===== src/hdl/sbf_pkg.sv =====
// Shared types, constants and codes of the serial-bus frame decoder.
`default_nettype none
package sbf_pkg;

  localparam int BYTE_W        = 8;
  localparam int CH_W          = 11;
  localparam int PWM_W         = 12;
  localparam int IDX_W         = 4;
  localparam int CFG_W         = 12;
  localparam int CFG_IDX_W     = 3;
  localparam int CNT_W         = 5;
  localparam int ADDR_W        = 5;
  localparam int CH_CNT_W      = 5;
  localparam int ACC_W         = 10;
  localparam int ACC_CNT_W     = 4;
  localparam int MERGE_W       = 18;
  localparam int PROD_W        = CH_W + PWM_W;

  localparam int FRAME_BYTES   = 25;
  localparam int BODY_DEPTH    = 23;
  localparam int PAYLOAD_BYTES = 22;
  localparam int NUM_CHANNELS_DEF = 16;

  localparam logic [CNT_W-1:0]  FULL_COUNT  = CNT_W'(FRAME_BYTES);
  localparam logic [CNT_W-1:0]  CLOSE_POS   = CNT_W'(FRAME_BYTES - 1);
  localparam logic [CNT_W-1:0]  BODY_LAST   = CNT_W'(BODY_DEPTH);
  localparam logic [ADDR_W-1:0] FLAGS_ADDR  = ADDR_W'(PAYLOAD_BYTES);
  localparam logic [ADDR_W-1:0] PAY_LAST    = ADDR_W'(PAYLOAD_BYTES - 1);
  localparam logic [CH_W-1:0]   CH_FULL     = 11'h7FF;
  localparam logic [ACC_CNT_W-1:0] EMIT_MIN = ACC_CNT_W'(CH_W - BYTE_W);

  localparam logic [CFG_IDX_W-1:0] CFG_START_NORMAL   = 3'd0;
  localparam logic [CFG_IDX_W-1:0] CFG_END_NORMAL     = 3'd1;
  localparam logic [CFG_IDX_W-1:0] CFG_START_INVERTED = 3'd2;
  localparam logic [CFG_IDX_W-1:0] CFG_END_INVERTED   = 3'd3;
  localparam logic [CFG_IDX_W-1:0] CFG_PWM_LOW        = 3'd4;
  localparam logic [CFG_IDX_W-1:0] CFG_PWM_HIGH       = 3'd5;

  localparam logic [BYTE_W-1:0] RST_START_NORMAL   = 8'd15;
  localparam logic [BYTE_W-1:0] RST_END_NORMAL     = 8'd0;
  localparam logic [BYTE_W-1:0] RST_START_INVERTED = 8'd240;
  localparam logic [BYTE_W-1:0] RST_END_INVERTED   = 8'd255;
  localparam logic [PWM_W-1:0]  RST_PWM_LOW        = 12'd988;
  localparam logic [PWM_W-1:0]  RST_PWM_HIGH       = 12'd2012;

  typedef enum logic {
    FS_IDLE,
    FS_READ
  } fsm_state_t;

  typedef struct packed {
    logic [BYTE_W-1:0] data_byte;
    logic              frame_end;
  } in_t;

  typedef struct packed {
    logic              frame_ok;
    logic              polarity_inverted;
    logic [IDX_W-1:0]  channel_index;
    logic [CH_W-1:0]   channel_value;
    logic [PWM_W-1:0]  pwm_value;
    logic [BYTE_W-1:0] flags_value;
    logic              digital_ch17;
    logic              digital_ch18;
    logic              lost_frame;
    logic              fail_safe;
    logic              last_result;
  } out_t;

  typedef struct packed {
    logic go;
    logic bad;
    logic active;
    logic inv;
  } frame_evt_t;

  typedef struct packed {
    logic              valid;
    logic              is_flags;
    logic [BYTE_W-1:0] data;
  } rd_t;

  typedef struct packed {
    logic             valid;
    logic [IDX_W-1:0] index;
    logic [CH_W-1:0]  value;
    logic             last;
  } chan_t;

endpackage
`default_nettype wire


===== src/hdl/sbf_frame.sv =====
// Byte counter, frame check, body memory and its read sequencer.
`default_nettype none
module sbf_frame (
  input  wire logic                       clk,
  input  wire logic                       rst,
  input  wire logic                       accept,
  input  wire sbf_pkg::in_t               item,
  input  wire logic [sbf_pkg::BYTE_W-1:0] start_normal,
  input  wire logic [sbf_pkg::BYTE_W-1:0] end_normal,
  input  wire logic [sbf_pkg::BYTE_W-1:0] start_inverted,
  input  wire logic [sbf_pkg::BYTE_W-1:0] end_inverted,
  output sbf_pkg::frame_evt_t             evt,
  output sbf_pkg::rd_t                    rd
);

  logic [sbf_pkg::BYTE_W-1:0] body_mem [sbf_pkg::BODY_DEPTH];
  logic [sbf_pkg::CNT_W-1:0]  byte_count;
  logic [sbf_pkg::BYTE_W-1:0] first_byte;
  logic [sbf_pkg::BYTE_W-1:0] closing_byte;
  logic [sbf_pkg::BYTE_W-1:0] closing_now;
  logic                       full;
  logic                       match_normal;
  logic                       match_inverted;
  logic                       marked;
  logic                       go;
  logic                       mem_we;
  logic [sbf_pkg::ADDR_W-1:0] wr_addr;
  logic [sbf_pkg::ADDR_W-1:0] rd_addr;
  logic [sbf_pkg::ADDR_W-1:0] rd_addr_next;
  logic                       rd_en;
  logic                       inv;
  logic                       rd_valid;
  logic                       rd_flags;
  logic [sbf_pkg::BYTE_W-1:0] mem_q;
  sbf_pkg::fsm_state_t        state;
  sbf_pkg::fsm_state_t        state_next;

  assign full        = (byte_count >= sbf_pkg::CLOSE_POS);
  assign closing_now = (byte_count == sbf_pkg::CLOSE_POS) ? item.data_byte : closing_byte;
  assign match_normal   = full && (first_byte == start_normal) && (closing_now == end_normal);
  assign match_inverted = full && (first_byte == start_inverted)
                          && (closing_now == end_inverted);
  assign marked  = accept && item.frame_end;
  assign go      = marked && (match_normal || match_inverted);
  assign mem_we  = accept && (byte_count != '0) && (byte_count <= sbf_pkg::BODY_LAST);
  assign wr_addr = ADDR_W_CAST(byte_count);

  function automatic logic [sbf_pkg::ADDR_W-1:0] ADDR_W_CAST(
    input logic [sbf_pkg::CNT_W-1:0] cnt
  );
    ADDR_W_CAST = sbf_pkg::ADDR_W'(cnt - 1'b1);
  endfunction

  always_ff @(posedge clk) begin
    if (rst) begin
      byte_count   <= '0;
      first_byte   <= '0;
      closing_byte <= '0;
    end else if (accept) begin
      if (byte_count == '0) begin
        first_byte <= item.data_byte;
      end else if (byte_count == sbf_pkg::CLOSE_POS) begin
        closing_byte <= item.data_byte;
      end
      if (item.frame_end) begin
        byte_count <= '0;
      end else if (byte_count < sbf_pkg::FULL_COUNT) begin
        byte_count <= byte_count + 1'b1;
      end
    end
  end

  always_ff @(posedge clk) begin
    if (mem_we) begin
      body_mem[wr_addr] <= item.data_byte;
    end
    mem_q <= body_mem[rd_addr];
  end

  always_comb begin
    state_next = state;
    unique case (state)
      sbf_pkg::FS_IDLE: begin
        if (go) begin
          state_next = sbf_pkg::FS_READ;
        end
      end
      sbf_pkg::FS_READ: begin
        if (rd_addr == sbf_pkg::PAY_LAST) begin
          state_next = sbf_pkg::FS_IDLE;
        end
      end
      default: state_next = sbf_pkg::FS_IDLE;
    endcase
  end

  always_comb begin
    rd_en        = 1'b0;
    rd_addr_next = rd_addr;
    unique case (state)
      sbf_pkg::FS_IDLE: begin
        rd_addr_next = sbf_pkg::FLAGS_ADDR;
      end
      sbf_pkg::FS_READ: begin
        rd_en = 1'b1;
        if (rd_addr == sbf_pkg::FLAGS_ADDR) begin
          rd_addr_next = '0;
        end else begin
          rd_addr_next = rd_addr + 1'b1;
        end
      end
      default: rd_addr_next = sbf_pkg::FLAGS_ADDR;
    endcase
  end

  always_ff @(posedge clk) begin
    if (rst) begin
      state    <= sbf_pkg::FS_IDLE;
      rd_addr  <= sbf_pkg::FLAGS_ADDR;
      rd_valid <= 1'b0;
      inv      <= 1'b0;
    end else begin
      state    <= state_next;
      rd_addr  <= rd_addr_next;
      rd_valid <= rd_en;
      if (go) begin
        inv <= !match_normal;
      end
    end
  end

  always_ff @(posedge clk) begin
    rd_flags <= (rd_addr == sbf_pkg::FLAGS_ADDR);
  end

  assign evt.go     = go;
  assign evt.bad    = marked && !(match_normal || match_inverted);
  assign evt.active = (state == sbf_pkg::FS_READ);
  assign evt.inv    = inv;

  assign rd.valid    = rd_valid;
  assign rd.is_flags = rd_flags;
  assign rd.data     = mem_q;

endmodule
`default_nettype wire


===== src/hdl/sbf_unpack.sv =====
// Bit accumulator that unpacks LSB-first channel values from payload bytes.
`default_nettype none
module sbf_unpack #(
  parameter int NUM_CHANNELS = sbf_pkg::NUM_CHANNELS_DEF
) (
  input  wire logic                       clk,
  input  wire logic                       rst,
  input  wire logic                       clear,
  input  wire logic                       inv,
  input  wire sbf_pkg::rd_t               rd,
  output logic [sbf_pkg::BYTE_W-1:0]      flags,
  output sbf_pkg::chan_t                  chan
);

  logic [sbf_pkg::ACC_W-1:0]     acc;
  logic [sbf_pkg::ACC_CNT_W-1:0] acc_cnt;
  logic [sbf_pkg::CH_CNT_W-1:0]  ch_cnt;
  logic [sbf_pkg::BYTE_W-1:0]    d;
  logic [sbf_pkg::MERGE_W-1:0]   merged;
  logic                          take;
  logic                          emit;

  assign d      = rd.data ^ {sbf_pkg::BYTE_W{inv}};
  assign merged = {{(sbf_pkg::MERGE_W - sbf_pkg::ACC_W){1'b0}}, acc}
                  | ({{(sbf_pkg::MERGE_W - sbf_pkg::BYTE_W){1'b0}}, d} << acc_cnt);
  assign take   = rd.valid && !rd.is_flags;
  assign emit   = take && (acc_cnt >= sbf_pkg::EMIT_MIN);

  always_ff @(posedge clk) begin
    if (rst || clear) begin
      acc     <= '0;
      acc_cnt <= '0;
      ch_cnt  <= '0;
    end else if (take) begin
      if (emit) begin
        acc     <= sbf_pkg::ACC_W'(merged[sbf_pkg::MERGE_W-1:sbf_pkg::CH_W]);
        acc_cnt <= acc_cnt - sbf_pkg::EMIT_MIN;
        ch_cnt  <= ch_cnt + 1'b1;
      end else begin
        acc     <= merged[sbf_pkg::ACC_W-1:0];
        acc_cnt <= acc_cnt + sbf_pkg::ACC_CNT_W'(sbf_pkg::BYTE_W);
      end
    end
  end

  always_ff @(posedge clk) begin
    if (rst) begin
      chan.valid <= 1'b0;
    end else begin
      chan.valid <= emit && (ch_cnt < sbf_pkg::CH_CNT_W'(NUM_CHANNELS));
    end
  end

  always_ff @(posedge clk) begin
    chan.index <= ch_cnt[sbf_pkg::IDX_W-1:0];
    chan.value <= merged[sbf_pkg::CH_W-1:0];
    chan.last  <= (ch_cnt == sbf_pkg::CH_CNT_W'(NUM_CHANNELS - 1));
    if (rd.valid && rd.is_flags) begin
      flags <= d;
    end
  end

endmodule
`default_nettype wire


===== src/hdl/sbf_scale.sv =====
// Channel to PWM scaling: registered multiply, then divide by 2047 with correction.
`default_nettype none
module sbf_scale (
  input  wire logic                       clk,
  input  wire logic                       rst,
  input  wire sbf_pkg::chan_t             chan,
  input  wire logic [sbf_pkg::PWM_W-1:0]  pwm_low,
  input  wire logic [sbf_pkg::PWM_W-1:0]  pwm_high,
  input  wire logic [sbf_pkg::BYTE_W-1:0] flags,
  input  wire logic                       inv,
  output logic                            valid,
  output sbf_pkg::out_t                   res
);

  sbf_pkg::chan_t              m_chan;
  logic [sbf_pkg::PROD_W-1:0]  m_prod;
  logic [sbf_pkg::PWM_W-1:0]   span;
  logic [sbf_pkg::PWM_W-1:0]   q0;
  logic [sbf_pkg::PWM_W:0]     rem;
  logic [sbf_pkg::PWM_W-1:0]   quot;
  logic                        ge1;
  logic                        ge2;

  assign span = (pwm_high > pwm_low) ? (pwm_high - pwm_low) : '0;

  always_ff @(posedge clk) begin
    if (rst) begin
      m_chan.valid <= 1'b0;
    end else begin
      m_chan.valid <= chan.valid;
    end
  end

  always_ff @(posedge clk) begin
    m_chan.index <= chan.index;
    m_chan.value <= chan.value;
    m_chan.last  <= chan.last;
    m_prod       <= sbf_pkg::PROD_W'(chan.value) * sbf_pkg::PROD_W'(span);
  end

  assign q0   = m_prod[sbf_pkg::PROD_W-1:sbf_pkg::CH_W];
  assign rem  = {1'b0, q0} + {2'b00, m_prod[sbf_pkg::CH_W-1:0]};
  assign ge1  = (rem >= (sbf_pkg::PWM_W + 1)'(sbf_pkg::CH_FULL));
  assign ge2  = (rem >= ((sbf_pkg::PWM_W + 1)'(sbf_pkg::CH_FULL) << 1));
  assign quot = q0 + sbf_pkg::PWM_W'(ge1) + sbf_pkg::PWM_W'(ge2);

  assign valid = m_chan.valid;

  always_comb begin
    res.frame_ok          = 1'b1;
    res.polarity_inverted = inv;
    res.channel_index     = m_chan.index;
    res.channel_value     = m_chan.value;
    res.pwm_value         = (m_chan.value == sbf_pkg::CH_FULL) ? pwm_high : (pwm_low + quot);
    res.flags_value       = flags;
    res.digital_ch17      = flags[0];
    res.digital_ch18      = flags[1];
    res.lost_frame        = flags[2];
    res.fail_safe         = flags[3];
    res.last_result       = m_chan.last;
  end

endmodule
`default_nettype wire


===== src/hdl/sbus_frame_decoder.sv =====
// Top level of the serial-bus frame decoder: configuration, result register, checks.
//
//   channel   signals                      direction  transfer
//   input     start, busy, item            in         start && !busy
//   config    wr_en, wr_index, wr_data     in         wr_en, every edge
//   result    done, result                 out        done, one cycle, no stall
//
// An unmarked byte is taken and busy stays low.
// A marked byte that fails the check gives its invalid result in the next cycle.
// A marked byte of a good frame holds busy over 23 reads of the body
// memory through its single read port (flags, then 22 payload bytes), then the
// unpack and multiply stages; results arrive one a cycle with short gaps, the last
// one on done in the first cycle with busy low.
// Synchronous reset clears the counter, sequencer and strobes; the results cannot stall.
`default_nettype none
module sbus_frame_decoder #(
  parameter int NUM_CHANNELS = sbf_pkg::NUM_CHANNELS_DEF
) (
  input  wire logic                          clk,
  input  wire logic                          rst,
  input  wire logic                          start,
  output logic                               busy,
  input  wire sbf_pkg::in_t                  item,
  input  wire logic                          wr_en,
  input  wire logic [sbf_pkg::CFG_IDX_W-1:0] wr_index,
  input  wire logic [sbf_pkg::CFG_W-1:0]     wr_data,
  output logic                               done,
  output sbf_pkg::out_t                      result
);

  logic [sbf_pkg::BYTE_W-1:0] start_normal;
  logic [sbf_pkg::BYTE_W-1:0] end_normal;
  logic [sbf_pkg::BYTE_W-1:0] start_inverted;
  logic [sbf_pkg::BYTE_W-1:0] end_inverted;
  logic [sbf_pkg::PWM_W-1:0]  pwm_low;
  logic [sbf_pkg::PWM_W-1:0]  pwm_high;
  logic                       accept;
  sbf_pkg::frame_evt_t        evt;
  sbf_pkg::rd_t               rd;
  sbf_pkg::chan_t             chan;
  logic [sbf_pkg::BYTE_W-1:0] flags;
  logic                       sc_valid;
  sbf_pkg::out_t              sc_res;
  sbf_pkg::out_t              bad_res;

  assign accept = start && !busy;
  assign busy   = evt.active || rd.valid || chan.valid || sc_valid;

  always_ff @(posedge clk) begin
    if (rst) begin
      start_normal   <= sbf_pkg::RST_START_NORMAL;
      end_normal     <= sbf_pkg::RST_END_NORMAL;
      start_inverted <= sbf_pkg::RST_START_INVERTED;
      end_inverted   <= sbf_pkg::RST_END_INVERTED;
      pwm_low        <= sbf_pkg::RST_PWM_LOW;
      pwm_high       <= sbf_pkg::RST_PWM_HIGH;
    end else if (wr_en) begin
      unique case (wr_index)
        sbf_pkg::CFG_START_NORMAL:   start_normal   <= wr_data[sbf_pkg::BYTE_W-1:0];
        sbf_pkg::CFG_END_NORMAL:     end_normal     <= wr_data[sbf_pkg::BYTE_W-1:0];
        sbf_pkg::CFG_START_INVERTED: start_inverted <= wr_data[sbf_pkg::BYTE_W-1:0];
        sbf_pkg::CFG_END_INVERTED:   end_inverted   <= wr_data[sbf_pkg::BYTE_W-1:0];
        sbf_pkg::CFG_PWM_LOW:        pwm_low        <= wr_data;
        sbf_pkg::CFG_PWM_HIGH:       pwm_high       <= wr_data;
        default: ;
      endcase
    end
  end

  sbf_frame u_frame (
    .clk            (clk),
    .rst            (rst),
    .accept         (accept),
    .item           (item),
    .start_normal   (start_normal),
    .end_normal     (end_normal),
    .start_inverted (start_inverted),
    .end_inverted   (end_inverted),
    .evt            (evt),
    .rd             (rd)
  );

  sbf_unpack #(
    .NUM_CHANNELS (NUM_CHANNELS)
  ) u_unpack (
    .clk   (clk),
    .rst   (rst),
    .clear (evt.go),
    .inv   (evt.inv),
    .rd    (rd),
    .flags (flags),
    .chan  (chan)
  );

  sbf_scale u_scale (
    .clk      (clk),
    .rst      (rst),
    .chan     (chan),
    .pwm_low  (pwm_low),
    .pwm_high (pwm_high),
    .flags    (flags),
    .inv      (evt.inv),
    .valid    (sc_valid),
    .res      (sc_res)
  );

  always_comb begin
    bad_res             = '0;
    bad_res.last_result = 1'b1;
  end

  always_ff @(posedge clk) begin
    if (rst) begin
      done <= 1'b0;
    end else begin
      done <= sc_valid || evt.bad;
    end
  end

  always_ff @(posedge clk) begin
    result <= evt.bad ? bad_res : sc_res;
  end

  a_bad_is_single: assert property (@(posedge clk) disable iff (rst)
    done && !result.frame_ok |-> result.last_result && (result.channel_index == '0))
    else $error("invalid transaction not a lone zeroed result");

  a_frame_holds_busy: assert property (@(posedge clk) disable iff (rst)
    done && result.frame_ok && !result.last_result |-> busy)
    else $error("busy dropped before the frame's last result");

  a_busy_from_mark: assert property (@(posedge clk) disable iff (rst)
    $rose(busy) |-> $past(start && item.frame_end))
    else $error("busy rose without a marked byte");

  a_pwm_saturates: assert property (@(posedge clk) disable iff (rst)
    done && result.frame_ok && (result.channel_value == sbf_pkg::CH_FULL)
    |-> result.pwm_value == pwm_high)
    else $error("full-scale channel not saturated to pwm_high");

endmodule
`default_nettype wire


===== config.mk =====
export PLATFORM = sky130hd
export DESIGN_NAME = sbus_frame_decoder
export DESIGN_NICKNAME = d
export VERILOG_FILES = /design/src/hdl/sbf_pkg.sv /design/src/hdl/sbf_frame.sv /design/src/hdl/sbf_unpack.sv /design/src/hdl/sbf_scale.sv /design/src/hdl/sbus_frame_decoder.sv
export SDC_FILE = /design/constraint.sdc
export NUM_CORES = 1
export LEC_CHECK = 0
export BUFFER_PORTS_ARGS = -buffer_cell sky130_fd_sc_hd__buf_2
export CAP_MARGIN = 25
export CORE_MARGIN = 10
export CORE_UTILIZATION = 40
export DETAILED_ROUTE_END_ITERATION = 7
export GPL_TIMING_DRIVEN = 0
export HOLD_SLACK_MARGIN = 0.08
export MAX_ROUTING_LAYER = met4
export PLACE_DENSITY = 0.52
export RECOVER_POWER = 25
export SLEW_MARGIN = 20
export SYNTH_ARGS = -nofsm -noshare
export SYNTH_HDL_FRONTEND = slang
export SYNTH_HIERARCHICAL = 1
export SYNTH_SLANG_ARGS = --single-unit

===== constraint.sdc =====
create_clock -name clk -period 20.7 [get_ports clk]
set_input_delay 2.07 -clock clk [delete_from_list [all_inputs] [get_ports clk]]
set_output_delay 2.07 -clock clk [all_outputs]
set_load 0.05 [all_outputs]

======== Yosys cells after proc, flatten, opt, wreduce, memory -nomap -nowiden ========
Memories as Yosys holds them, arrays and structs flattened. A register that Yosys moved wholly into a read port is not among the register bits.
Cells that the tools add are included.
storage, ports and cells
  bits in registers ....................... 213
  latch bits .............................. 0
  RAM bits ................................ 184
  ROM bits ................................ 0
  output and inout port bits .............. 44
  logic and storage cells ................. 132
  memories kept ........................... 1
cells by class
  add/sub/neg operators ................... 11
  multipliers ............................. 1
  div/mod/pow operators ................... 0
  magnitude comparators ................... 8
  eq/ne operators ......................... 14
  shift operators ......................... 1
  multiplexer cells ....................... 15
  bitwise gates (word level) .............. 4
  reductions and logical operators ........ 38
memory list
  memory            words  width  rd ports  clocked after memory_dff  wr ports  RTL line         RTL
  u_frame.body_mem  23     8      1         1                         1         sbf_frame.sv:16  logic [sbf_pkg::BYTE_W-1:0] body_mem [sbf_pkg::BODY_DEPTH];
operator list
  cell                    number
  $eq A8 B8 Y1            4
  $add A12 B1 Y12         2
  $mux W12                2
  $mul A11 B12 Y23        1
  $reduce_and A2 Y1       10
  $or A10 B18 Y18         1
  $shl A8 B4 Y18          1
  $add A5 B1 Y5 const B   3
  $eq A5 B5 Y1 const B    3
  $mux W5                 3
  $logic_and A1 B1 Y1     14
  $add A12 B11 Y13        1
  $ge A13 B11 Y1 const B  1
  $ge A13 B12 Y1 const B  1
  $add A12 B12 Y12        1
  $gt A12 B12 Y1          1
  $sub A12 B12 Y12        1
  $eq A11 B11 Y1 const B  1
  $lt A5 B5 Y1 const B    2
  $mux W10                1
  $pmux W5 S2             1
  $mux W8                 1
  $xor A8 B8 Y8           1
  $eq A3 B2 Y1 const B    2
  other kinds (19)        33

======== Longest topological paths before layout ========
Gate-level depths: netlist of the first run.
  word-level depth ........................ 9
  depth in mapped cells ................... 30

======== Hierarchy ========
The synthesis of the first run kept the hierarchy.
modules (own cells, without submodules)
  module              instances  cells each  area an instance (um^2)
  sbf_frame           1          605         9364.0
  sbf_scale           1          864         7268.2
  sbus_frame_decoder  1          305         3374.5
  sbf_unpack          1          218         2143.3

======== Worst setup path after synthesis of the first run ========
OpenSTA, ideal clock, no wires.
  path type ............................... register to register
  from .................................... reg pwm_low[0] (netlist bit)
  to ...................................... reg u_scale/m_prod[21] (netlist bit)
  library setup time ...................... 72 ps
  data arrival time ....................... 6818 ps
  path slack .............................. 13810 ps
  stages on the path, launching flop included .. 29
  buffers on the path ..................... 2
  cells stage by stage .................... dfxtp_1 > ha_1 > inv_1 > fa_1 > a21oi_1 > a2bb2oi_1 > a21oi_1 > nor2_1 > or2_2 > clkbuf_1 > buf_2 > nor2_1 > nand2_1 > fa_1 > fa_1 > inv_1 > fa_1 > fa_1 > inv_1 > fa_1 > inv_1 > ha_1 > and4_4 > and2_4 > o311a_1 > a2111o_1 > a21o_1 > a311oi_2 > xnor2_1
between the ends
  longest elaborated chain between the ends .. 3
ends and longest elaborated chain
  item                                                       RTL line                  RTL
  from (decl)                                                sbus_frame_decoder.sv:35  logic [sbf_pkg::PWM_W-1:0] pwm_low;
  from (signal assigned)                                     sbus_frame_decoder.sv:55  pwm_low <= sbf_pkg::RST_PWM_LOW;
  from (signal assigned)                                     sbus_frame_decoder.sv:63  sbf_pkg::CFG_PWM_LOW: pwm_low <= wr_data;
  $sub A12 B12 Y12 / $gt A12 B12 Y1 (equally long branches)  sbf_scale.sv:24           assign span = (pwm_high > pwm_low) ? (pwm_high - pwm_low) : '0;
  $mux W12 (*)                                               sbf_scale.sv:24
  $mul A11 B12 Y23 (*)                                       sbf_scale.sv:38           m_prod <= sbf_pkg::PROD_W'(chan.value) * sbf_pkg::PROD_W'(span);
  to (signal assigned)                                       sbf_scale.sv:38
  to (decl)                                                  sbf_scale.sv:16           logic [sbf_pkg::PROD_W-1:0] m_prod;
Mark *: on every way between the ends. The rest lies on a longest branch, timed or not.
A chain may end at the register's enable or synchronous reset.

======== Worst setup path in the final report of the first run ========
Ends and elaborated chain as after synthesis.

==> results.toml, run 1 <==
[run_status]
status = "complete, but fails checks"
violations_in_the_final_reports = "max-capacitance violations"

[timing]
max_clock_freq_mhz = 126
worst_clock_skew_ns = 0.0445
setup_total_negative_slack_ns = 0
worst-slew-pin-transition_ns = 1.49
max-slew-margin-rel_pct = 0.529
final_hold_viol_count = 0
setup_viol = 0
rsz0062_at_grt = "no"
period_minus_slack_ns = 7.96
slew_viol_final = 0
final_min_period_over_clock_period_pct = 38.5

[layout]
fillerInstances = 5138
final_util_pct = 45.4
post_route_cells_drive_above_1_share_pct = 12.4
area.sequential_um2 = 10000
multi_input_area_um2 = 11000
insertedDiodeCount = 0
fin_nets = 2350
syn2layout_area_growth_pct = 12.7

[synthesis]
synth.top_cells.by_area = "edfxtp_1, dfxtp_1, fa_1, ha_1, mux4_2"
async_flop_share_pct = 0
synth-warning-count = 6
synthTopCellsByCount = "dfxtp_1, edfxtp_1, nor2_1, inv_1, nand2_1"
synth_area_leader_cell = "edfxtp_1"
ys_types = 88
synth_fp_nets = 2230
yosys_register_bits = 405
netlist.area_leader.share_pct = 26.0
synth.most_common_cell = "dfxtp_1"
synth.avg_cell_area_um2 = 11.1
synth_enable_flop_cells = 192
netlist_instances = 1992
ys_dominant_reg_cell = "dfxtp_1"
post_syn_area_um2 = 22100
ys_seq_area_share_pct = 45.3

[clock_tree]
clk_latency_ns = 0.61
cts_tree = "done"
hold_bufs_inserted_after_cts = 0
ctsRootBufferMaster = "clkbuf_16"
cts_inserted_buffers = 46
clk_pin_slew_ns = 0.06
post-cts-setup-buffers = 0
cts_sinks = 405
clock_tree.htree_level_count = 2
post_cts.resized_instances = 0
cts_buffer_depth = 3

[routing]
detail_route.iter0.violations = 987
antenna_violating_nets_post_route = 0
drt_drc_violations_left = 0
first_pass_iters = 6
avgViaCountPerCell = 5.18
dr_total_vias = 15000
route.final.wire_length_mm = 57.0
post_drt_wl_per_cell_um = 19.7

[power]
vdd.ir_drop.worst_uv = 56.4
power_per_cell_area_nw_per_um2 = 94.0
p_leak_nw = 10.0
post-layout-total-power_mw = 2.35

[grt]
gr_ovfl_total = 0
antenna_found_initial = 1
first_global_vias = 15300
track_usage_pct = 17.9
first_pass_grt_wire_length_mm = 89.6
grt_start_max_net_pins = 29

[die]
num_rows = 86
start_util_pct = 40.3
dieHeight_um = 255
chip_width_um = 255
total_die_area_um2 = 65200
fp.coreArea_um2 = 55000
top_level_ports = 72

[placement]
place.gp.congestion = 0.902
portBuffers = 71
place.detailed.hpwl_mm = 42.6

[worst_setup_path]
crit_path_end_kind = "flip-flop"
critPathTopFamily = "adder cells"
buffers_plus_inverters_on_the_worst_setup_path = 6
crit_arrival_ns = 8.46
worstPathRequired_ns = 21.20
timing.critical_path.slowest_stage_cell = "fa_1"
timing.critical_path.fanout_max = 10
critical_path.startpoint_type = "flip-flop"
worst_path_most_repeated_cell = "fa_1"
cp_slowest_stage_delay_ns = 0.55
worst-setup-path-type = "reg -> reg"

[min_path]
hp-class = "reg -> reg"

[job]
drv_cap = 1
-- through the flow --
stage | instances | hold WS, ns | instance area [um^2] | setup slack, ns
floorplan | 1992 | 0.310 | 22200 | 13.81
global placement | 2811 | 0.312 | 23400 | 12.87
detailed placement | 2811 | 0.312 | 23400 | 12.84
CTS | 2894 | 0.331 | 25000 | 12.77
global route | 2895 | 0.340 | 25000 | 12.26
finish | 2895 | 0.328 | 25000 | 12.74
-- worst reg2reg max path, delay by kind of cell (launching register included) --
family,cells,cell delay (ns)
fa+ha+maj,8,3.53
flops,1,0.45
buf+inv,6,0.97
xor+xnor,1,0.15
compound gates,7,1.86
simple gates,6,0.92
-- power by group --
group / internal, mW / switching, mW
clock network: 0.476 / 0.341
registers: 0.873 / 0.0244
logic: 0.248 / 0.386
-- state kept, by name, indices dropped and copies added, names as in the netlist, 4 cells and up --
name / cells
end_normal: 8
u_frame/byte_count: 5
u_frame/body_mem: 184
u_frame/first_byte: 8
u_frame/rd_addr: 5
u_unpack/acc_cnt: 4
result: 42
u_unpack/ch_cnt: 5
u_scale/m_prod: 23
pwm_high: 12
start_normal: 8
u_scale/res: 16
u_unpack/chan: 17
end_inverted: 8
start_inverted: 8
u_frame/mem_q: 8
u_unpack/acc: 10
u_frame/closing_byte: 8
pwm_low: 12
u_unpack/flags: 8
-- layout by cell type (no fill, tap or decap), types with 10 or more instances in the layout --
| master | count |
|---|---|
| nand4_1 | 15 |
| a21oi_1 | 79 |
| nor2_1 | 185 |
| and2_1 | 30 |
| nor2b_1 | 65 |
| a211oi_1 | 11 |
| o21a_1 | 10 |
| inv_1 | 164 |
| edfxtp_1 | 192 |
| ha_1 | 117 |
| xor2_1 | 31 |
| fa_1 | 93 |
| nand2_1 | 129 |
| dfxtp_1 | 213 |
| nand2b_1 | 53 |
| clkbuf_16 | 46 |
| nor3_1 | 41 |
| xnor2_1 | 53 |
| buf_2 | 91 |
| mux4_2 | 51 |
| clkbuf_1 | 62 |
| buf_4 | 22 |
| o21ai_0 | 43 |
| mux2i_1 | 91 |
| a21o_1 | 15 |
| nand3_1 | 59 |
-- cell type report --
type                    count  area share [%]
multi-input cells        1321            43.9
flip-flops and latches    405            40.2
clock buffers              60            4.94
well taps                 748            3.75
inverters                 166            2.50
plain buffers             100            2.06
repair buffers             72            1.41
clock inverters            23            1.21
-- layer usage --
metal  vias up  wire length [um]  global-route usage [%]
met3        63              2820                    2.90
met4         0              1030                    4.39
met5         -                 0                       -
li1       7173                 -                       -
met2       328             26400                    28.0
met1      7429             26700                    24.0
-- logic make-up after synthesis --
kind of cell	count (synthesis)	share of synthesized area [%]
AOI/OAI and AO/OA	237	7.08
xor gates and xnor gates	84	3.32
adders and majority gates	210	15.0
buffers and inverters	266	5.20
DFF	405	45.3
muxes	149	9.70
other	1	0.0169
and+or+nand+nor	640	14.4
-- final timing paths --
kind,endpoint,cells after the start,slack (ns),startpoint
max,u_scale/m_prod[21]$_DFF_P_,28,12.74,pwm_low[0]$_SDFFE_PP0P_
min,u_scale/res[36]$_DFF_P_,0,0.33,u_unpack/chan[12]$_DFF_P_
max reg2reg,u_scale/m_prod[21]$_DFF_P_,28,12.74,pwm_low[0]$_SDFFE_PP0P_
min reg2reg,u_scale/res[36]$_DFF_P_,0,0.33,u_unpack/chan[12]$_DFF_P_
No activity file was read; power rests on OpenSTA's default activity.
==> run 2: changes to the inputs <==
PLACE_DENSITY = 0.54   (was 0.52)
clock period = 6.8 ns   (was 20.7 ns; I/O delays follow)
==> run 2 against run 1 <==
  * The run ends with negative setup slack left
  * Routed wire length about the same
  * Count of clock-buffer cells in the layout shrank 2
  * First-iteration DRC count down 2.0%
  * Global-route usage down 0.11 points
  * Largest cell class unchanged
==> results.toml, run 2 (same netlist as run 1, synthesis figures left out) <==
[routing]
first_pass_iters = 5
drt_drc_violations_left = 0
avgViaCountPerCell = 5.20
antenna_violating_nets_post_route = 0
detail_route.iter0.violations = 967
dr_total_vias = 15100
post_drt_wl_per_cell_um = 19.6
route.final.wire_length_mm = 57.0

[layout]
most_common_cell_after_layout_fill_and_taps_aside = "dfxtp_1"
regMostFlops = "u_frame/body_mem"
largest_register_ffs = 184
final_util_pct = 46.9
finalInstanceArea_um2 = 25800
post_route_cells_drive_above_1_share_pct = 17.8
fillerInstances = 5077
syn2layout_area_growth_pct = 16.5
reg_top3 = "u_frame/body_mem (184), result (42), u_scale/m_prod (23)"
most_used_cells_in_the_layout_excluding_fill_and_tap_cells = "dfxtp_1, edfxtp_1, nor2_1"
post_layout_nonfiller_instances = 2911
fin_nets = 2363

[grt]
antenna_found_initial = 2
track_usage_pct = 17.8
first_global_vias = 15600
grt_start_max_net_pins = 29
gr_ovfl_total = 0
first_pass_grt_wire_length_mm = 89.5

[timing]
slew_viol_final = 0
max-slew-margin-rel_pct = 4.02
worst-slew-pin-transition_ns = 1.44
max_clock_freq_mhz = 145
worst_clock_skew_ns = 0.0236
post-route-worst-setup-slack_ns = -0.105
setup_viol = 1
final_hold_viol_count = 0
period_minus_slack_ns = 6.90
rsz0062_at_grt = "yes"
final_min_period_over_clock_period_pct = 102

[power]
power_per_cell_area_nw_per_um2 = 289
vdd.ir_drop.worst_uv = 223
p_leak_nw = 10.3
post-layout-total-power_mw = 7.47

[run_status]
status = "complete, but fails checks"
violations_in_the_final_reports = "negative setup slack"

[min_path]
hp-class = "reg -> reg"

[clock_tree]
clock_tree.htree_level_count = 2
ctsRootBufferMaster = "clkbuf_16"
cts_inserted_buffers = 45
clk_latency_ns = 0.59
clk_pin_slew_ns = 0.06
cts_tree = "done"
cts_buffer_depth = 3
cts_sinks = 405

[worst_setup_path]
crit_path_end_kind = "flip-flop"
crit_arrival_ns = 7.36
timing.critical_path.fanout_max = 6
worstPathRequired_ns = 7.26
worst-setup-path-type = "reg -> reg"
critical_path.startpoint_type = "flip-flop"

[placement]
dp_worst_setup_slack_ns = -1.01
place_area_um2 = 23500
place.detailed.hpwl_mm = 41.7
dp.cells = 2811
place.gp.congestion = 0.889
portBuffers = 71

[die]
num_rows = 86
top_level_ports = 72
fp.coreArea_um2 = 55000
total_die_area_um2 = 65200
chip_width_um = 255
start_util_pct = 40.3
dieHeight_um = 255

[job]
drv_cap = 0
-- run 2: changes by cell type in the layout (fill, tap and decap cells not counted), moves of 5 or more --
cell,before,now
a21oi_1,79,71
buf_2,91,83
buf_4,22,47
clkbuf_1,62,45
clkbuf_8,3,10
dfxtp_1,213,200
dfxtp_2,0,5
dfxtp_4,0,8
ha_1,117,99
ha_4,0,16
inv_1,164,158
inv_2,1,6
nand2_1,129,121
-- run 2: what timing repair did --
| item | 4_1_cts | 5_1_grt |
|---|---|---|
| pin swaps | 19 | 26 |
| gates resized for setup | 90 | 64 |
| setup buffers | 9 | 11 |
| hold endpoints to repair | 0 | 0 |
| hold buffers | 0 | 0 |
| setup endpoints to repair | 13 | 10 |
-- run 2: layout make-up --
type	instances	area [um^2]	share of cell area, %
Antenna cell	1	2.50	0.00970
Buffer	95	574	2.23
Clock buffer	58	1240	4.82
Clock inverter	26	330	1.28
Inverter	166	626	2.42
Multi-Input combinational cell	1321	11500	44.6
Sequential cell	405	10100	39.0
Tap cell	748	936	3.63
Timing Repair Buffer	91	515	2.00
-- run 2: layer usage --
layer	global-route usage, %	wire length, um
met2	28.4	26500
met4	4.71	1330
met3	2.61	3050
met1	23.4	26100
met5	-	0
-- run 2: worst paths after layout --
kind / from / end / slack (ns) / depth (start not counted)
setup / recovery: pwm_low[1]$_SDFFE_PP0P_ / u_scale/m_prod[21]$_DFF_P_ / -0.10 / 27
hold / removal: u_unpack/chan[0]$_DFF_P_ / u_scale/res[0]$_DFF_P_ / 0.32 / 0
setup reg to reg: pwm_low[1]$_SDFFE_PP0P_ / u_scale/m_prod[21]$_DFF_P_ / -0.10 / 27
hold reg to reg: u_unpack/chan[0]$_DFF_P_ / u_scale/res[0]$_DFF_P_ / 0.32 / 0
-- run 2: critical path, cell delays in order (launching register included) --
cell      delay [ns]
dfxtp_4         0.37
inv_4           0.05
ha_4            0.20
nor2b_1         0.13
o21ai_2         0.15
a21oi_2         0.11
o211ai_1        0.23
or4b_4          0.51
o311ai_4        0.14
buf_6           0.18
buf_8           0.12
nand2_2         0.07
fa_1            0.52
inv_1           0.05
fa_1            0.49
fa_1            0.52
fa_1            0.51
inv_1           0.05
fa_1            0.47
inv_1           0.06
ha_4            0.23
and4_4          0.19
and2_4          0.16
o311a_1         0.36
a2111o_1        0.34
a21o_1          0.21
a311oi_2        0.26
xnor2_1         0.10
-- run 2: power breakdown --
group	total, mW	switching, mW	internal, mW
registers	2.74	0.0806	2.66
logic	2.21	1.27	0.940
clock network	2.53	1.02	1.50
-- run 2: metrics by stage --
step | hold slack, ns | TNS [ns]
6_report | 0.325 | -0.105
3_3_place_gp | 0.311 | -7.35
4_1_cts | 0.327 | -0.168
2_1_floorplan | 0.310 | 0
3_5_place_dp | 0.314 | -8.12
5_1_grt | 0.331 | -0.555
==> run 3: changes to the inputs <==
--- a/config.mk
+++ b/config.mk
@@ -9,5 +9,8 @@
 export CAP_MARGIN = 25
+export CELL_PAD_IN_SITES_DETAIL_PLACEMENT = 2
+export CELL_PAD_IN_SITES_GLOBAL_PLACEMENT = 2
 export CORE_MARGIN = 10
-export CORE_UTILIZATION = 40
+export CORE_UTILIZATION = 39
 export DETAILED_ROUTE_END_ITERATION = 7
+export GPL_ROUTABILITY_DRIVEN = 1
 export GPL_TIMING_DRIVEN = 0
@@ -15,3 +18,3 @@
 export MAX_ROUTING_LAYER = met4
-export PLACE_DENSITY = 0.54
+export PLACE_DENSITY = 0.74
 export RECOVER_POWER = 25
--- a/constraint.sdc
+++ b/constraint.sdc
@@ -3,2 +3,2 @@
 set_output_delay 0.68 -clock clk [all_outputs]
-set_load 0.05 [all_outputs]
+set_load 0.01 [all_outputs]
==> run 3 against run 2 <==
  * The flow finishes with violations (max-capacitance violations, max-slew violations, negative setup slack)
  * Die area increased by 2.4%
  * Via count increased by 6.8%
  * Hold slack improved by 0.0011 ns
  * Clock power increased by 8.3%
  * Count of clock-buffer cells in the layout decreased by 1
  * Critical path depth increased by 2
  * Largest cell class unchanged
  * Non-clock buffer count increased by 33
  * Routed wire length increased by 29%
  * Sequential share of layout area decreased by 0.90 points
==> results.toml, run 3 (same netlist as run 1, synthesis figures left out) <==
[run_status]
status = "complete, but fails checks"
violations_in_the_final_reports = "max-capacitance violations, max-slew violations, negative setup slack"

[timing]
rsz0062_at_grt = "yes"
worst_clock_skew_ns = 0.0231
max-slew-margin-rel_pct = -6.46
finalHoldWorstSlack_ns = 0.326
max_clock_freq_mhz = 143
post-route-worst-setup-slack_ns = -0.172
final_hold_viol_count = 0
setup_viol = 4
worst-slew-pin-transition_ns = 1.60
period_minus_slack_ns = 6.97
setup_total_negative_slack_ns = -0.427
final_min_period_over_clock_period_pct = 103
slew_viol_final = 143

[placement]
place.detailed.hpwl_mm = 52.1
place_area_um2 = 23500
portBuffers = 71
place.gp.congestion = 0.856

[die]
fp.coreArea_um2 = 56300
top_level_ports = 72
total_die_area_um2 = 66700
chip_width_um = 258
dieHeight_um = 258
start_util_pct = 39.4
num_rows = 87

[layout]
final_util_pct = 46.9
finalInstanceArea_um2 = 26400
fin_nets = 2398
post_route_cells_drive_above_1_share_pct = 20.7
syn2layout_area_growth_pct = 19.2
most_used_cells_in_the_layout_excluding_fill_and_tap_cells = "dfxtp_1, edfxtp_1, nor2_1"
most_common_cell_after_layout_fill_and_taps_aside = "dfxtp_1"
regMostFlops = "u_frame/body_mem"
reg_top3 = "u_frame/body_mem (184), result (42), u_scale/m_prod (23)"
largest_register_ffs = 184

[routing]
drt_drc_violations_left = 0
avgViaCountPerCell = 5.47
detail_route.iter0.violations = 1007
first_pass_iters = 5
post_drt_wl_per_cell_um = 24.9
antenna_violating_nets_post_route = 0
dr_total_vias = 16200
route.final.wire_length_mm = 73.5

[power]
vdd.ir_drop.worst_uv = 227
combPwrFrac_pct = 30.2
power.switching_fraction_pct = 31.5
p_leak_nw = 10.6
p_seq_share_pct = 34.9
power_switching_mw = 2.47
internal-power_mw = 5.37
clock_network_fraction_of_design_power_pct = 34.9
post-layout-total-power_mw = 7.84
power_per_cell_area_nw_per_um2 = 297

[grt]
first_pass_grt_wire_length_mm = 113
first_global_vias = 18300
antenna_found_initial = 2
track_usage_pct = 22.4
grt_start_max_net_pins = 29
gr_ovfl_total = 0

[clock_tree]
cts_sinks = 405
ctsRootBufferMaster = "clkbuf_16"
hold_bufs_inserted_after_cts = 0
clk_latency_ns = 0.60
cts_tree = "done"
clk_pin_slew_ns = 0.06
clock_tree.htree_level_count = 2
cts_buffer_depth = 3
cts_inserted_buffers = 47

[worst_setup_path]
timing.critical_path.fanout_max = 8
minimum_setup_slack_among_reg_to_reg_paths_ns = -0.17
critical_path.startpoint_type = "flip-flop"
r2r-end = "u_scale/m_prod[21]$_DFF_P_"
crit_arrival_ns = 7.48
timing.critical_path.slowest_stage_cell = "fa_1"
buffers_plus_inverters_on_the_worst_setup_path = 7
cp_slowest_stage_delay_ns = 0.50
worst_path_most_repeated_cell = "fa_1"
crit_path_end_kind = "flip-flop"
critPathTopFamily = "adder cells"
worst-setup-path-type = "reg -> reg"
worstPathRequired_ns = 7.31
r2r_cells = 29
crit-reg2reg-launch = "pwm_high[0]$_SDFFE_PP0P_"

[job]
drv_cap = 5

[min_path]
hp-class = "reg -> reg"
worst_hold_depth = 0
timing.hold.worst_endpoint = "u_scale/res[37]$_DFF_P_"
worst_hold_startpoint = "u_unpack/chan[13]$_DFF_P_"
-- run 3: cell types whose count changed in the layout (fill, tap and decap cells not counted), moves of 5 or more --
cell,previous run,this run
buf_4,47,75
nand2_1,121,115
clkbuf_8,10,5
inv_2,6,12
nand2_2,4,10
inv_1,158,152
-- run 3: final cells by class --
type | instances | area (um^2)
Antenna cell | 1 | 2.50
Buffer | 95 | 599
Clock buffer | 57 | 1270
Clock inverter | 30 | 402
Fill cell | 5711 | 29900
Inverter | 166 | 626
Multi-Input combinational cell | 1321 | 11700
Sequential cell | 405 | 10100
Tap cell | 756 | 946
Timing Repair Buffer | 124 | 779
-- run 3: metrics by stage --
stage / worst slack (ns) / instances
after detailed placement: -1.70 / 2819
after floorplan: 0.0143 / 1992
final: -0.172 / 2955
after global routing: -0.329 / 2955
after global placement: -1.43 / 2819
after CTS: -0.116 / 2943
-- run 3: repair_timing --
item,in CTS,in global routing
resized for setup,147,61
setup endpoints to repair,13,11
buffers inserted,42,11
pin swaps,48,33
gates cloned,0,0
-- run 3: per-layer routing --
| metal | global-route usage, % | vias to the layer above | part of all wire [%] |
|---|---|---|---|
| li1 | - | 7246 | - |
| met1 | 27.4 | 8436 | 43 |
| met2 | 38.0 | 361 | 51 |
| met3 | 3.59 | 110 | 4.5 |
| met4 | 5.95 | 0 | 2.2 |
| met5 | - | - | 0 |
-- run 3: worst max-delay path by stage --
stage | startpoint | to | slack [ns] | cells past startpoint
global route | pwm_high[0]$_SDFFE_PP0P_ | u_scale/m_prod[21]$_DFF_P_ | -0.33 | 29
CTS | pwm_low[1]$_SDFFE_PP0P_ | u_scale/m_prod[21]$_DFF_P_ | -0.12 | 27
floorplan | pwm_low[1]$_SDFFE_PP0P_ | u_scale/m_prod[21]$_DFF_P_ | 0.01 | 26
finish | pwm_high[0]$_SDFFE_PP0P_ | u_scale/m_prod[21]$_DFF_P_ | -0.17 | 29
detailed placement | pwm_high[0]$_SDFFE_PP0P_ | u_scale/m_prod[22]$_DFF_P_ | -1.70 | 28
global placement | pwm_high[0]$_SDFFE_PP0P_ | u_scale/m_prod[22]$_DFF_P_ | -1.43 | 28
-- run 3: power by group through the flow --
stage	sequential (mW)	clock, mW	combinational, mW
finish	2.74	2.74	2.37
global route	2.74	2.90	2.64
CTS	2.74	2.79	2.22
detailed placement	2.79	0	1.89
global placement	2.78	0	1.82
floorplan	2.76	0	1.34
